<file path="config.mk">
export PLATFORM = sky130hd
export DESIGN_NAME = hack_assembly_line_encoder
export DESIGN_NICKNAME = d
export VERILOG_FILES = /design/src/rtl/core/hale_pkg.sv /design/src/rtl/core/hale_front.sv /design/src/rtl/core/hale_queue.sv /design/src/rtl/core/hale_back.sv /design/src/rtl/core/hack_assembly_line_encoder.sv
export SDC_FILE = /design/constraint.sdc
export NUM_CORES = 1
export LEC_CHECK = 0
export BUFFER_PORTS_ARGS = -buffer_cell sky130_fd_sc_hd__buf_2
export CORE_UTILIZATION = 40
export DETAILED_ROUTE_END_ITERATION = 8
export GPL_TIMING_DRIVEN = 1
export PLACE_DENSITY = 0.6
export SYNTH_ARGS = -nofsm -noshare
export SYNTH_HDL_FRONTEND = slang
export SYNTH_SLANG_ARGS = --single-unit
</file>
<file path="constraint.sdc">
create_clock -name clk -period 4.8 [get_ports clk]
set_input_delay 0.24 -clock clk [delete_from_list [all_inputs] [get_ports clk]]
set_output_delay 0.24 -clock clk [all_outputs]
set_load 0.005 [all_outputs]
</file>
<file path="src/rtl/core/hale_pkg.sv">
// Shared types, character codes and mnemonic lookup tables for the line encoder.
package hale_pkg;

	localparam int TOK_LEN_W = 4;
	localparam int QDEPTH = 2;

	localparam logic [7:0] CH_AT    = 8'h40;
	localparam logic [7:0] CH_SLASH = 8'h2F;
	localparam logic [7:0] CH_EQ    = 8'h3D;
	localparam logic [7:0] CH_SEMI  = 8'h3B;
	localparam logic [7:0] CH_SPACE = 8'h20;
	localparam logic [7:0] CH_TAB   = 8'h09;
	localparam logic [7:0] CH_CR    = 8'h0D;
	localparam logic [7:0] CH_ZERO  = 8'h30;
	localparam logic [7:0] CH_NINE  = 8'h39;

	localparam logic [2:0] C_PREFIX = 3'b111;

	typedef enum logic [1:0] {
		KIND_EMPTY = 2'd0,
		KIND_A     = 2'd1,
		KIND_C     = 2'd2
	} kind_t;

	typedef enum logic [1:0] {
		PH_DEST = 2'd0,
		PH_COMP = 2'd1,
		PH_JUMP = 2'd2
	} phase_t;

	// one filtered word from the front end to the parser
	typedef struct packed {
		logic       eol;
		logic       slash;
		logic       chr;
		logic [7:0] ch;
	} ev_t;

	typedef struct packed {
		logic       hit;
		logic [6:0] code;
	} lookup_t;

	// key: token length, then up to three characters (unused ones are zero)
	function automatic logic [27:0] tok_key(input logic [TOK_LEN_W-1:0] len,
			input logic [7:0] c0, input logic [7:0] c1, input logic [7:0] c2);
		return {len, c0, c1, c2};
	endfunction

	function automatic lookup_t comp_lookup(input logic [27:0] key);
		lookup_t r;
		r.hit = 1'b1;
		unique case (key)
			{4'd1, "0",   16'h0}: r.code = 7'h2A;
			{4'd1, "1",   16'h0}: r.code = 7'h3F;
			{4'd2, "-1",  8'h0}:  r.code = 7'h3A;
			{4'd1, "D",   16'h0}: r.code = 7'h0C;
			{4'd1, "A",   16'h0}: r.code = 7'h30;
			{4'd2, "!D",  8'h0}:  r.code = 7'h0D;
			{4'd2, "!A",  8'h0}:  r.code = 7'h31;
			{4'd2, "-D",  8'h0}:  r.code = 7'h0F;
			{4'd2, "-A",  8'h0}:  r.code = 7'h33;
			{4'd3, "D+1"}:        r.code = 7'h1F;
			{4'd3, "A+1"}:        r.code = 7'h37;
			{4'd3, "D-1"}:        r.code = 7'h0E;
			{4'd3, "A-1"}:        r.code = 7'h32;
			{4'd3, "D+A"}:        r.code = 7'h02;
			{4'd3, "D-A"}:        r.code = 7'h13;
			{4'd3, "A-D"}:        r.code = 7'h07;
			{4'd3, "D&A"}:        r.code = 7'h00;
			{4'd3, "D|A"}:        r.code = 7'h15;
			{4'd1, "M",   16'h0}: r.code = 7'h70;
			{4'd2, "!M",  8'h0}:  r.code = 7'h71;
			{4'd2, "-M",  8'h0}:  r.code = 7'h73;
			{4'd3, "M+1"}:        r.code = 7'h77;
			{4'd3, "M-1"}:        r.code = 7'h72;
			{4'd3, "D+M"}:        r.code = 7'h42;
			{4'd3, "D-M"}:        r.code = 7'h53;
			{4'd3, "M-D"}:        r.code = 7'h47;
			{4'd3, "D&M"}:        r.code = 7'h40;
			{4'd3, "D|M"}:        r.code = 7'h55;
			default: begin
				r.hit  = 1'b0;
				r.code = 7'h00;
			end
		endcase
		return r;
	endfunction

	function automatic lookup_t dest_lookup(input logic [27:0] key);
		lookup_t r;
		r.hit = 1'b1;
		unique case (key)
			{4'd0, 24'h0}:        r.code = 7'd0;
			{4'd1, "M",   16'h0}: r.code = 7'd1;
			{4'd1, "D",   16'h0}: r.code = 7'd2;
			{4'd2, "MD",  8'h0}:  r.code = 7'd3;
			{4'd1, "A",   16'h0}: r.code = 7'd4;
			{4'd2, "AM",  8'h0}:  r.code = 7'd5;
			{4'd2, "AD",  8'h0}:  r.code = 7'd6;
			{4'd3, "AMD"}:        r.code = 7'd7;
			default: begin
				r.hit  = 1'b0;
				r.code = 7'd0;
			end
		endcase
		return r;
	endfunction

	function automatic lookup_t jump_lookup(input logic [27:0] key);
		lookup_t r;
		r.hit = 1'b1;
		unique case (key)
			{4'd0, 24'h0}: r.code = 7'd0;
			{4'd3, "JGT"}: r.code = 7'd1;
			{4'd3, "JEQ"}: r.code = 7'd2;
			{4'd3, "JGE"}: r.code = 7'd3;
			{4'd3, "JLT"}: r.code = 7'd4;
			{4'd3, "JNE"}: r.code = 7'd5;
			{4'd3, "JLE"}: r.code = 7'd6;
			{4'd3, "JMP"}: r.code = 7'd7;
			default: begin
				r.hit  = 1'b0;
				r.code = 7'd0;
			end
		endcase
		return r;
	endfunction

endpackage

</file>
<file path="src/rtl/core/hale_front.sv">
// Front end: strips comments and whitespace, turns characters into parser words.
module hale_front
	import hale_pkg::*;
(
	input  logic       clk,
	input  logic       arst_n,
	input  logic       in_valid,
	input  logic       in_ready,
	input  logic [7:0] ch,
	input  logic       ends_line,
	output logic       ev_valid,
	output ev_t        ev
);

	logic in_comment_q, slash_pending_q;
	logic in_comment_d, slash_pending_d;
	logic is_ws, is_slash;

	assign is_ws    = (ch == CH_SPACE) || ((ch >= CH_TAB) && (ch <= CH_CR));
	assign is_slash = (ch == CH_SLASH);

	always_comb begin
		in_comment_d    = in_comment_q;
		slash_pending_d = slash_pending_q;
		ev              = '0;
		ev.ch           = ch;
		if (ends_line) begin
			ev.eol          = 1'b1;
			ev.slash        = slash_pending_q;
			in_comment_d    = 1'b0;
			slash_pending_d = 1'b0;
		end else if (!in_comment_q) begin
			if (slash_pending_q && is_slash) begin
				in_comment_d    = 1'b1;
				slash_pending_d = 1'b0;
			end else begin
				// a held slash that did not start a comment is an ordinary char
				ev.slash        = slash_pending_q;
				slash_pending_d = is_slash;
				ev.chr          = !is_slash && !is_ws;
			end
		end
	end

	assign ev_valid = in_valid && in_ready && (ev.eol || ev.slash || ev.chr);

	always_ff @(posedge clk or negedge arst_n) begin
		if (!arst_n) begin
			in_comment_q    <= 1'b0;
			slash_pending_q <= 1'b0;
		end else if (in_valid && in_ready) begin
			in_comment_q    <= in_comment_d;
			slash_pending_q <= slash_pending_d;
		end
	end

	a_comment_no_slash: assert property (@(posedge clk) disable iff (!arst_n)
		in_comment_q |-> !slash_pending_q)
		else $error("slash pending while inside a comment");

endmodule

</file>
<file path="src/rtl/core/hale_queue.sv">
// Short queue between the front end and the parser.
module hale_queue
	import hale_pkg::*;
(
	input  logic clk,
	input  logic arst_n,
	input  logic in_valid,
	output logic in_ready,
	input  ev_t  in_ev,
	output logic out_valid,
	input  logic out_ready,
	output ev_t  out_ev
);

	ev_t        mem_q [QDEPTH];
	logic       wr_ptr_q, rd_ptr_q;
	logic [1:0] count_q;
	logic       push, pop;

	assign in_ready  = (count_q != 2'(QDEPTH));
	assign out_valid = (count_q != 2'd0);
	assign out_ev    = mem_q[rd_ptr_q];
	assign push      = in_valid && in_ready;
	assign pop       = out_valid && out_ready;

	always_ff @(posedge clk) begin
		if (push) begin
			mem_q[wr_ptr_q] <= in_ev;
		end
	end

	always_ff @(posedge clk or negedge arst_n) begin
		if (!arst_n) begin
			wr_ptr_q <= 1'b0;
			rd_ptr_q <= 1'b0;
			count_q  <= 2'd0;
		end else begin
			if (push) begin
				wr_ptr_q <= ~wr_ptr_q;
			end
			if (pop) begin
				rd_ptr_q <= ~rd_ptr_q;
			end
			count_q <= count_q + 2'(push) - 2'(pop);
		end
	end

	a_count_bound: assert property (@(posedge clk) disable iff (!arst_n)
		count_q <= 2'(QDEPTH))
		else $error("queue count beyond depth");

endmodule

</file>
<file path="src/rtl/core/hale_back.sv">
// Parser and encoder: builds tokens, decodes mnemonics, emits one word per non-empty line.
module hale_back
	import hale_pkg::*;
#(
	parameter int MAX_TOKEN = 3
) (
	input  logic        clk,
	input  logic        arst_n,
	input  logic        ev_valid,
	output logic        ev_ready,
	input  ev_t         ev,
	output logic        out_valid,
	input  logic        out_ready,
	output logic [15:0] out_word,
	output logic        out_error
);

	localparam int LEN_W = $clog2(MAX_TOKEN + 1);
	localparam int IDX_W = $clog2(MAX_TOKEN);

	typedef struct packed {
		kind_t                       kind;
		phase_t                      phase;
		logic [14:0]                 addr;
		logic [MAX_TOKEN-1:0][7:0]   tok;
		logic [LEN_W-1:0]            len;
		logic                        ovf;
		logic [2:0]                  dest;
		logic [6:0]                  comp;
		logic                        err;
	} pst_t;

	function automatic logic [27:0] key_of(pst_t s);
		return tok_key(TOK_LEN_W'(s.len), s.tok[0], s.tok[1], s.tok[2]);
	endfunction

	function automatic pst_t put_char(pst_t s, logic [7:0] c);
		pst_t    r;
		lookup_t lk;
		r = s;
		if (s.kind == KIND_EMPTY && c == CH_AT) begin
			r.kind = KIND_A;
		end else if (s.kind == KIND_A) begin
			if (c >= CH_ZERO && c <= CH_NINE) begin
				// addr * 10 + digit, wrapping at 15 bits
				r.addr = {s.addr[11:0], 3'b000} + {s.addr[13:0], 1'b0} + {11'b0, c[3:0]};
				r.len  = LEN_W'(1);
			end else begin
				r.err = 1'b1;
			end
		end else begin
			r.kind = KIND_C;
			if (c == CH_EQ) begin
				if (s.phase == PH_DEST) begin
					lk      = dest_lookup(key_of(s));
					r.dest  = (lk.hit && !s.ovf) ? lk.code[2:0] : 3'd0;
					r.err   = s.err | !(lk.hit && !s.ovf);
					r.phase = PH_COMP;
					r.tok   = '0;
					r.len   = '0;
					r.ovf   = 1'b0;
				end else begin
					r.err = 1'b1;
				end
			end else if (c == CH_SEMI) begin
				if (s.phase != PH_JUMP) begin
					lk      = comp_lookup(key_of(s));
					r.comp  = (lk.hit && !s.ovf) ? lk.code : 7'd0;
					r.err   = s.err | !(lk.hit && !s.ovf);
					r.phase = PH_JUMP;
					r.tok   = '0;
					r.len   = '0;
					r.ovf   = 1'b0;
				end else begin
					r.err = 1'b1;
				end
			end else if (s.len < LEN_W'(MAX_TOKEN)) begin
				r.tok[s.len[IDX_W-1:0]] = c;
				r.len                   = s.len + LEN_W'(1);
			end else begin
				r.ovf = 1'b1;
			end
		end
		return r;
	endfunction

	pst_t        st_q, s1, s2, st_d;
	lookup_t     comp_lk, jump_lk;
	logic        pop, emit, comp_ok, jump_ok, e_a, e_c;
	logic [6:0]  comp_f;
	logic [2:0]  jump_f;
	logic [15:0] word_d;
	logic        err_d;
	logic        out_valid_q, out_error_q;
	logic [15:0] out_word_q;

	// an end-of-line word needs the output slot free or draining
	assign ev_ready = !ev.eol || !out_valid_q || out_ready;
	assign pop      = ev_valid && ev_ready;

	always_comb begin
		s1      = ev.slash ? put_char(st_q, CH_SLASH) : st_q;
		s2      = ev.chr ? put_char(s1, ev.ch) : s1;
		comp_lk = comp_lookup(key_of(s2));
		jump_lk = jump_lookup(key_of(s2));
		comp_ok = comp_lk.hit && !s2.ovf;
		jump_ok = jump_lk.hit && !s2.ovf;
		e_a     = s2.err || (s2.len == '0);
		if (s2.phase != PH_JUMP) begin
			comp_f = comp_ok ? comp_lk.code : 7'd0;
			jump_f = 3'd0;
			e_c    = s2.err || !comp_ok;
		end else begin
			comp_f = s2.comp;
			jump_f = jump_ok ? jump_lk.code[2:0] : 3'd0;
			e_c    = s2.err || !jump_ok;
		end
		if (s2.kind == KIND_A) begin
			word_d = e_a ? 16'h0000 : {1'b0, s2.addr};
			err_d  = e_a;
		end else begin
			word_d = {C_PREFIX, comp_f, s2.dest, jump_f};
			err_d  = e_c;
		end
		emit = pop && ev.eol && (s2.kind != KIND_EMPTY);
		if (!pop) begin
			st_d = st_q;
		end else if (ev.eol) begin
			st_d = '0;
		end else begin
			st_d = s2;
		end
	end

	always_ff @(posedge clk or negedge arst_n) begin
		if (!arst_n) begin
			st_q        <= '0;
			out_valid_q <= 1'b0;
		end else begin
			st_q <= st_d;
			if (emit) begin
				out_valid_q <= 1'b1;
			end else if (out_ready) begin
				out_valid_q <= 1'b0;
			end
		end
	end

	always_ff @(posedge clk) begin
		if (emit) begin
			out_word_q  <= word_d;
			out_error_q <= err_d;
		end
	end

	assign out_valid = out_valid_q;
	assign out_word  = out_word_q;
	assign out_error = out_error_q;

	a_line_clears: assert property (@(posedge clk) disable iff (!arst_n)
		(pop && ev.eol) |=> (st_q.kind == KIND_EMPTY && st_q.phase == PH_DEST))
		else $error("parser state not cleared after line end");

	a_out_from_eol: assert property (@(posedge clk) disable iff (!arst_n)
		(!$past(out_valid_q) && out_valid_q) |-> $past(pop && ev.eol))
		else $error("output word appeared without a line end");

endmodule

</file>
<file path="src/rtl/core/hack_assembly_line_encoder.sv">
// Top level of the assembly line encoder: front end, queue and parser.
//
// Input stream: one source character per word on s_axis_tdata; s_axis_tlast
// marks a line end (its tdata is ignored). Comments starting with two
// adjacent slashes and all whitespace are dropped. Each non-empty line gives
// one 16-bit machine word on m_axis_tdata, with m_axis_tuser set when a
// mnemonic is unknown, a token is too long, an = or ; is misplaced or an
// address operand is bad. Empty lines give nothing.
// Throughput: one character per cycle while the output side keeps up; the
// front end, a two-word queue and the parser each handle one word per cycle.
// Path: an accepted line-end word is first written into the queue; the parser
// then takes it and loads the machine word into its output register.
// Stall: while m_axis_tready is low a finished word is held in the output
// register; the parser keeps taking characters and only a line end waits,
// after which the queue fills and s_axis_tready drops.
// Reset: arst_n clears comment state, parser state, queue and output valid;
// the block is ready for input straight out of reset.
module hack_assembly_line_encoder
	import hale_pkg::*;
#(
	parameter int MAX_TOKEN = 3
) (
	input  logic        clk,
	input  logic        arst_n,
	input  logic        s_axis_tvalid,
	output logic        s_axis_tready,
	input  logic [7:0]  s_axis_tdata,   // [7:0] ch
	input  logic        s_axis_tlast,
	output logic        m_axis_tvalid,
	input  logic        m_axis_tready,
	output logic [15:0] m_axis_tdata,   // [15:0] word
	output logic        m_axis_tuser    // [0] error
);

	logic ev_valid_f, q_ready, q_valid, back_ready;
	ev_t  ev_f, ev_q;

	assign s_axis_tready = q_ready;

	hale_front u_front (
		.clk       (clk),
		.arst_n    (arst_n),
		.in_valid  (s_axis_tvalid),
		.in_ready  (q_ready),
		.ch        (s_axis_tdata),
		.ends_line (s_axis_tlast),
		.ev_valid  (ev_valid_f),
		.ev        (ev_f)
	);

	hale_queue u_queue (
		.clk       (clk),
		.arst_n    (arst_n),
		.in_valid  (ev_valid_f),
		.in_ready  (q_ready),
		.in_ev     (ev_f),
		.out_valid (q_valid),
		.out_ready (back_ready),
		.out_ev    (ev_q)
	);

	hale_back #(
		.MAX_TOKEN (MAX_TOKEN)
	) u_back (
		.clk       (clk),
		.arst_n    (arst_n),
		.ev_valid  (q_valid),
		.ev_ready  (back_ready),
		.ev        (ev_q),
		.out_valid (m_axis_tvalid),
		.out_ready (m_axis_tready),
		.out_word  (m_axis_tdata),
		.out_error (m_axis_tuser)
	);

endmodule

</file>
==> run_results.csv, run 1 <==
group,metric,value,unit
setup_path,rr_endpoint,"u_back.out_error",
sta,finalCritPeriodShare,0.965,
logic_synthesis,synth_top_area_share,0.189,
setup_path,arrival,4.77,ns
logic_synthesis,ys_ff_latch,103,
global_routing,antenna_found_initial,0,
final_layout,final_nets,1208,
die,io_pins,32,
place,dpl_worst_slack,0.190,ns
place,hpwl,29.3,mm
routing,drc,0,
sta,setup_tns,0,ns
logic_synthesis,synthMuxAreaShare,0.0282,
logic_synthesis,ys.flop_type,"dfrtp_1",
logic_synthesis,synth_cell_types,99,
logic_synthesis,synth_top_cell_by_area,"dfrtp_1",
logic_synthesis,synth_commonest_cells,"nand2_1 (123), nor2_1 (97), dfrtp_1 (64)",
sta,skew,0.0119,ns
flow_run,maxCapViolations,0,
setup_path,end_kind,"flop",
routing,wirelength,36.9,mm
global_routing,grt_max_degree,65,
cts,cts_buffers,9,
worst_hold_path,hold_path.class,"primary input to asynchronous set/reset pin",
logic_synthesis,syn_inst,1031,
final_layout,antenna_cells,0,
setup_path,ff2ff_path_depth,13,
sta,hold_viol_final,0,
place,place_area,9860,µm²
sta,timing.slew.headroom,0.342,
logic_synthesis,synth_top_family_by_area,"simple AND/OR/NAND/NOR gates",
logic_synthesis,synth_compound_area_frac,0.265,
cts,root_buffer,"clkbuf_16",
pwr,p_leak,4.10,nW
logic_synthesis,synthXorXnorAreaFrac,0.0165,
routing,drt-initial-drc-count,1079,
sta,final_max_slew_viol_count,0,
pwr,irDropWorstVdd,0.601,mV
sta,tightest_slew,0.985,ns
die,rows,52,
place,port_buffers,31,
logic_synthesis,synthAdderAreaFrac,0.0430,
routing,wl_per_cell,25.6,µm
logic_synthesis,syn_avg_cell_area,8.23,µm²
logic_synthesis,synth_fp_nets,1072,
global_routing,grt_pass1_wl,56.0,mm
logic_synthesis,ys_warn_count,0,
sta,setup_viol,0,
die,die_w,148,µm
logic_synthesis,syn-cell-area,8490,µm²
setup_path,r2r_slack,0.17,ns
die,dieArea,21800,µm²
cts,cts_sinks,103,
cts,cts.htree.levels,3,
global_routing,gr-total-overflow,0,
logic_synthesis,async_flop_share,0.621,
routing,vias,9314,
setup_path,path_class,"flop to flop",
final_layout,layout-drive-gt1-share,0.195,
die,dieHeight,148,µm
sta,fmax,0.216,GHz
sta,setup_ws,0.166,ns
routing,dr.pass1.iters,6,
final_layout,fin_area,10200,µm²
setup_path,critPathLaunchType,"flop",
status,status,"completed",
logic_synthesis,synth.yosys.seq_area_share,0.327,
die,start_util,0.414,
cts,cts_tree,"built",
cts,clock_latency,0.38,ns
setup_path,r2r_start,"u_queue.rd_ptr_q",
routing,vias_per_cell,6.46,
logic_synthesis,synthSimpleGateAreaFrac,0.286,
pwr,powerDensity,629,nW/µm²
logic_synthesis,synth-edff-count,39,
logic_synthesis,synth.most_common_cell,"nand2_1",
setup_path,crit_path_max_fanout,13,
sta,grt_setup_unrepaired,"false",
final_layout,area.growth.synth_to_final,20.4,%
sta,min_period,4.63,ns
place,place_congestion,1.05,
setup_path,critPathRequiredTime,4.93,ns
cts,cts_hold_buf,0,
cts,cts.reportedPaths.clkPinSlew,0.09,ns
routing,ant_nets,0,
logic_synthesis,yosys-top-cells-area,"dfrtp_1 (19%), edfxtp_1 (14%), nand2_1 (5.4%)",
global_routing,grt_pass1_vias,8905,
die,core_area,20500,µm²
cts,cts_max_path_buffers,2,
global_routing,track_usage,0.347,
## worst max-delay path, stage by stage (launching register included)
cell,delay [ns]
dfrtp_2,0.49
or3_1,0.50
a221o_1,0.42
nor2_1,0.25
buf_12,0.16
o31ai_2,0.07
a221o_1,0.46
or4b_1,0.60
or2_1,0.30
or3_4,0.36
or2_1,0.23
a21oi_2,0.18
nor3_1,0.07
a211o_1,0.30
## registers in the layout, indices dropped and copies added (netlist names)
name,cells
u_queue.wr_ptr_q,1
u_front.in_comment_q,1
u_queue.count_q,2
u_back.out_word,16
u_front.slash_pending_q,1
u_back.st_q,57
u_back.out_error,1
u_queue.mem_q,22
u_queue.rd_ptr_q,1
u_back.out_valid,1
## cell families after synthesis
family                   Yosys count
buffers and inverters             69
flip-flops                       103
adder cells (fa/ha/maj)           28
AO/OA/AOI/OAI                    320
AND/OR/NAND/NOR                  472
XOR/XNOR                          16
multiplexers                      23
## final cells by class
| cell class | count | area, µm² |
|---|---|---|
| Sequential cell | 103 | 2770 |
| Inverter | 24 | 90.1 |
| Tap cell | 270 | 338 |
| Clock inverter | 7 | 96.3 |
| Multi-Input combinational cell | 859 | 5470 |
| Timing Repair Buffer | 170 | 1220 |
| Fill cell | 2055 | 10300 |
| Clock buffer | 9 | 225 |
## worst max path at each step
stage                startpoint               end  slack [ns]  cells past startpoint
2_1_floorplan  u_queue.rd_ptr_q  u_back.out_error        0.64                     15
3_3_place_gp   u_queue.rd_ptr_q  u_back.out_error        0.21                     14
3_5_place_dp   u_queue.rd_ptr_q  u_back.out_error        0.19                     13
4_1_cts        u_queue.rd_ptr_q  u_back.out_error        0.16                     13
5_1_grt        u_queue.rd_ptr_q  u_back.out_error        0.01                     16
6_report       u_queue.rd_ptr_q  u_back.out_error        0.17                     13
## cell usage in the layout (no fill, tap or decap), drive strengths merged, types with 19 or more instances in the layout
| cell | Yosys | layout |
|---|---|---|
| a21oi | 65 | 65 |
| a22o | 19 | 19 |
| buf | 13 | 170 |
| dfrtp | 64 | 64 |
| edfxtp | 39 | 39 |
| ha | 26 | 26 |
| inv | 24 | 30 |
| mux2i | 19 | 19 |
| nand2 | 123 | 123 |
| nand3 | 46 | 46 |
| nor2 | 97 | 97 |
| nor3 | 50 | 50 |
| nor4 | 24 | 24 |
| o21ai | 71 | 71 |
## metal layers
metal	track usage	vias to the layer above	share of wire
met5	0	-	0
met4	0.130	0	0.038
met3	0.0769	88	0.092
met2	0.496	479	0.41
met1	0.506	4508	0.46
li1	-	4239	-
## repair_timing
item	CTS	global route
buffers inserted	0	2
gates resized for setup	0	6
setup endpoints to repair	0	10
## report_power, final
part           switching, mW  total [mW]  internal (mW)
Clock                  0.434       0.823          0.388
Sequential             0.295        1.46           1.16
Combinational           2.65        4.15           1.50
Total                   3.38        6.43           3.05
## per-stage QoR
step	utilization	total power, mW	instances	hold WS (ns)
final	0.499	6.43	1442	0.0561
after CTS	0.497	6.28	1440	0.0502
after floorplan	-	3.57	1031	-0.0556
after global placement	0.481	5.51	1424	0.439
after detailed placement	0.481	5.44	1424	0.449
after global routing	0.499	6.74	1442	0.0553
Note: power is estimated with default switching activity, not from simulation.
==> run 2: changes to the inputs <==
--- a/config.mk
+++ b/config.mk
@@ -6,10 +6,11 @@
 export NUM_CORES = 1
 export LEC_CHECK = 0
 export BUFFER_PORTS_ARGS = -buffer_cell sky130_fd_sc_hd__buf_2
-export CORE_UTILIZATION = 40
+export CAP_MARGIN = 20
+export CORE_UTILIZATION = 64
 export DETAILED_ROUTE_END_ITERATION = 8
 export GPL_TIMING_DRIVEN = 1
-export PLACE_DENSITY = 0.6
+export PLACE_DENSITY = 0.86
 export SYNTH_ARGS = -nofsm -noshare
 export SYNTH_HDL_FRONTEND = slang
 export SYNTH_SLANG_ARGS = --single-unit
==> run 2 against run 1 <==
  * Sequential share of layout area is 1.4 points higher
  * Combinational power decreased by 7.2%
  * Final area fell by 4.9%
  * Critical path depth increased by 2
  * Via count rose by 4.2%
  * Register-to-register slack hardly changed
  * Critical endpoint unchanged
  * Largest cell class unchanged
==> run_results.csv, run 2 (synthesis gave the netlist of run 1 again) <==
group,metric,value,unit
status,status,"completed",
cts,cts_max_path_buffers,2,
sta,final_max_slew_viol_count,0,
final_layout,antenna_cells,0,
routing,ant_nets,0,
setup_path,critPathLaunchType,"flop",
sta,skew,0.0109,ns
global_routing,grt.met1_usage,0.659,
global_routing,grt_max_degree,65,
worst_hold_path,holdPathEnd,"u_front.in_comment_q",
final_layout,final_nets,1156,
setup_path,r2r_slack,0.18,ns
cts,cts_hold_buf,0,
place,placed_cells,1268,
global_routing,grt_pass1_vias,8832,
cts,cts_tree,"built",
pwr,power.total,6.15,mW
final_layout,fin_area,9720,µm²
place,place_area,9290,µm²
global_routing,grt_pass1_wl,49.6,mm
final_layout,layout-drive-gt1-share,0.157,
die,dieHeight,117,µm
final_layout,multi_input_area,5480,µm²
place,place_congestion,1.17,
final_layout,seqCellArea,2770,µm²
setup_path,cp_num_cells,15,
cts,cts_buffers,9,
global_routing,grt-busiest-layer,"met2",
setup_path,cpMostUsedCell,"buf_4",
setup_path,path_buf_inv,3,
final_layout,top_register,"u_back.st_q",
setup_path,end_kind,"flop",
routing,vias,9707,
sta,min_period,4.62,ns
pwr,powerDensity,632,nW/µm²
sta,holdWs,0.0571,ns
setup_path,path_class,"flop to flop",
worst_hold_path,min_path_cells,2,
cts,clock_latency,0.37,ns
setup_path,crit_path_max_fanout,11,
setup_path,critPathRequiredTime,4.93,ns
setup_path,rr_endpoint,"u_back.out_error",
die,io_pins,32,
sta,tightest_slew,0.925,ns
global_routing,antenna_found_initial,1,
setup_path,ff2ff_path_depth,15,
final_layout,area.growth.synth_to_final,14.5,%
die,dieArea,13700,µm²
final_layout,final_common_cell,"nand2_1",
sta,hold_viol_final,0,
setup_path,crit_path_top_delay_cell,"or4b_1",
place,port_buffers,31,
die,die_w,117,µm
routing,wirelength,32.0,mm
die,start_util,0.664,
global_routing,track_usage,0.494,
sta,finalCritPeriodShare,0.963,
flow_run,maxCapViolations,0,
final_layout,layout_common_cells,"nand2_1 (123), nor2_1 (97), buf_4 (84), o21ai_0 (63), dfrtp_1 (63)",
die,rows,41,
sta,timing.slew.headroom,0.382,
cts,cts.reportedPaths.clkPinSlew,0.08,ns
setup_path,path_delay_family,"simple AND/OR/NAND/NOR gates",
final_layout,num-fill-cells,954,
final_layout,stdcell_count,1292,
die,core_area,12800,µm²
routing,dr.pass1.iters,8,
sta,setup_ws,0.179,ns
setup_path,worstPathCellList,"buf_4, or4bb_1, a222oi_1, buf_4, a22o_1, o311ai_1, a221o_1, or4b_1, buf_4, nand4b_1, nor4_2, nor2_1, nand3_1, a31oi_1, a211o_1",
setup_path,cp_slowest_stage_delay,0.57,ns
global_routing,grtUsageMet3,0.206,
place,dpl_worst_slack,0.171,ns
worst_hold_path,worstHoldStart,"s_axis_tvalid",
pwr,irDropWorstVdd,0.631,mV
routing,drt-initial-drc-count,1877,
sta,setup_viol,0,
cts,root_buffer,"clkbuf_16",
place,hpwl,23.4,mm
global_routing,gr-total-overflow,0,
sta,fmax,0.216,GHz
worst_hold_path,hold_path.class,"primary input to flop",
final_layout,post-route-util,0.761,
global_routing,met2_usage,0.673,
routing,wl_per_cell,24.8,µm
final_layout,largest_reg_flops,57,
pwr,p_leak,3.84,nW
setup_path,arrival,4.75,ns
routing,drc,0,
setup_path,r2r_start,"u_queue.rd_ptr_q",
sta,setup_tns,0,ns
routing,vias_per_cell,7.51,
cts,cts.htree.levels,3,
cts,cts_sinks,103,
run 2: cell count changes in the layout (fill, tap and decap cells not counted), sizes merged:
cell	previous run	this run
clkinv	1	2
buf	170	117
bufinv	0	2
clkbuf	9	10
inv	30	27
run 2: how the worst max path moves through the flow:
stage	from	end	slack (ns)
global placement	u_queue.rd_ptr_q	u_back.out_error	0.24
floorplan	u_queue.rd_ptr_q	u_back.out_error	0.64
finish	u_queue.rd_ptr_q	u_back.out_error	0.18
CTS	u_queue.rd_ptr_q	u_back.out_word[13]	0.17
global route	u_queue.rd_ptr_q	u_back.out_word[14]	-0.01
detailed placement	u_queue.rd_ptr_q	u_back.out_word[13]	0.17
run 2: cell type report:
class / instances / area share
timing repair buffer: 118 / 0.0850
tap: 172 / 0.0221
sequential: 103 / 0.285
clock buffer: 9 / 0.0232
inverter: 24 / 0.00927
multi-input combinational: 859 / 0.563
clock inverter: 7 / 0.0117
run 2: routing by layer:
layer | part of all wire | wire [µm] | vias to the layer above
met3 | 0.15 | 4710 | 236
met5 | 0 | 0 | -
met4 | 0.061 | 1960 | 0
li1 | - | - | 4155
met1 | 0.38 | 12300 | 4466
met2 | 0.41 | 13100 | 850
run 2: worst register-to-register path, delay by kind of cell, from the launching register on:
kind | cells | cell delay [ns]
compound gates | 6 | 1.28
buf+inv | 3 | 0.63
flops | 1 | 0.47
simple gates | 6 | 2.00
run 2: power by group:
part	switching, mW	internal, mW
registers	0.292	1.16
logic	2.51	1.34
clock network	0.377	0.470
run 2: repair_timing:
| item | 4_1_cts | 5_1_grt |
|---|---|---|
| gates resized for setup | 0 | 6 |
| setup buffers | 0 | 5 |
| setup endpoints to repair | 0 | 18 |
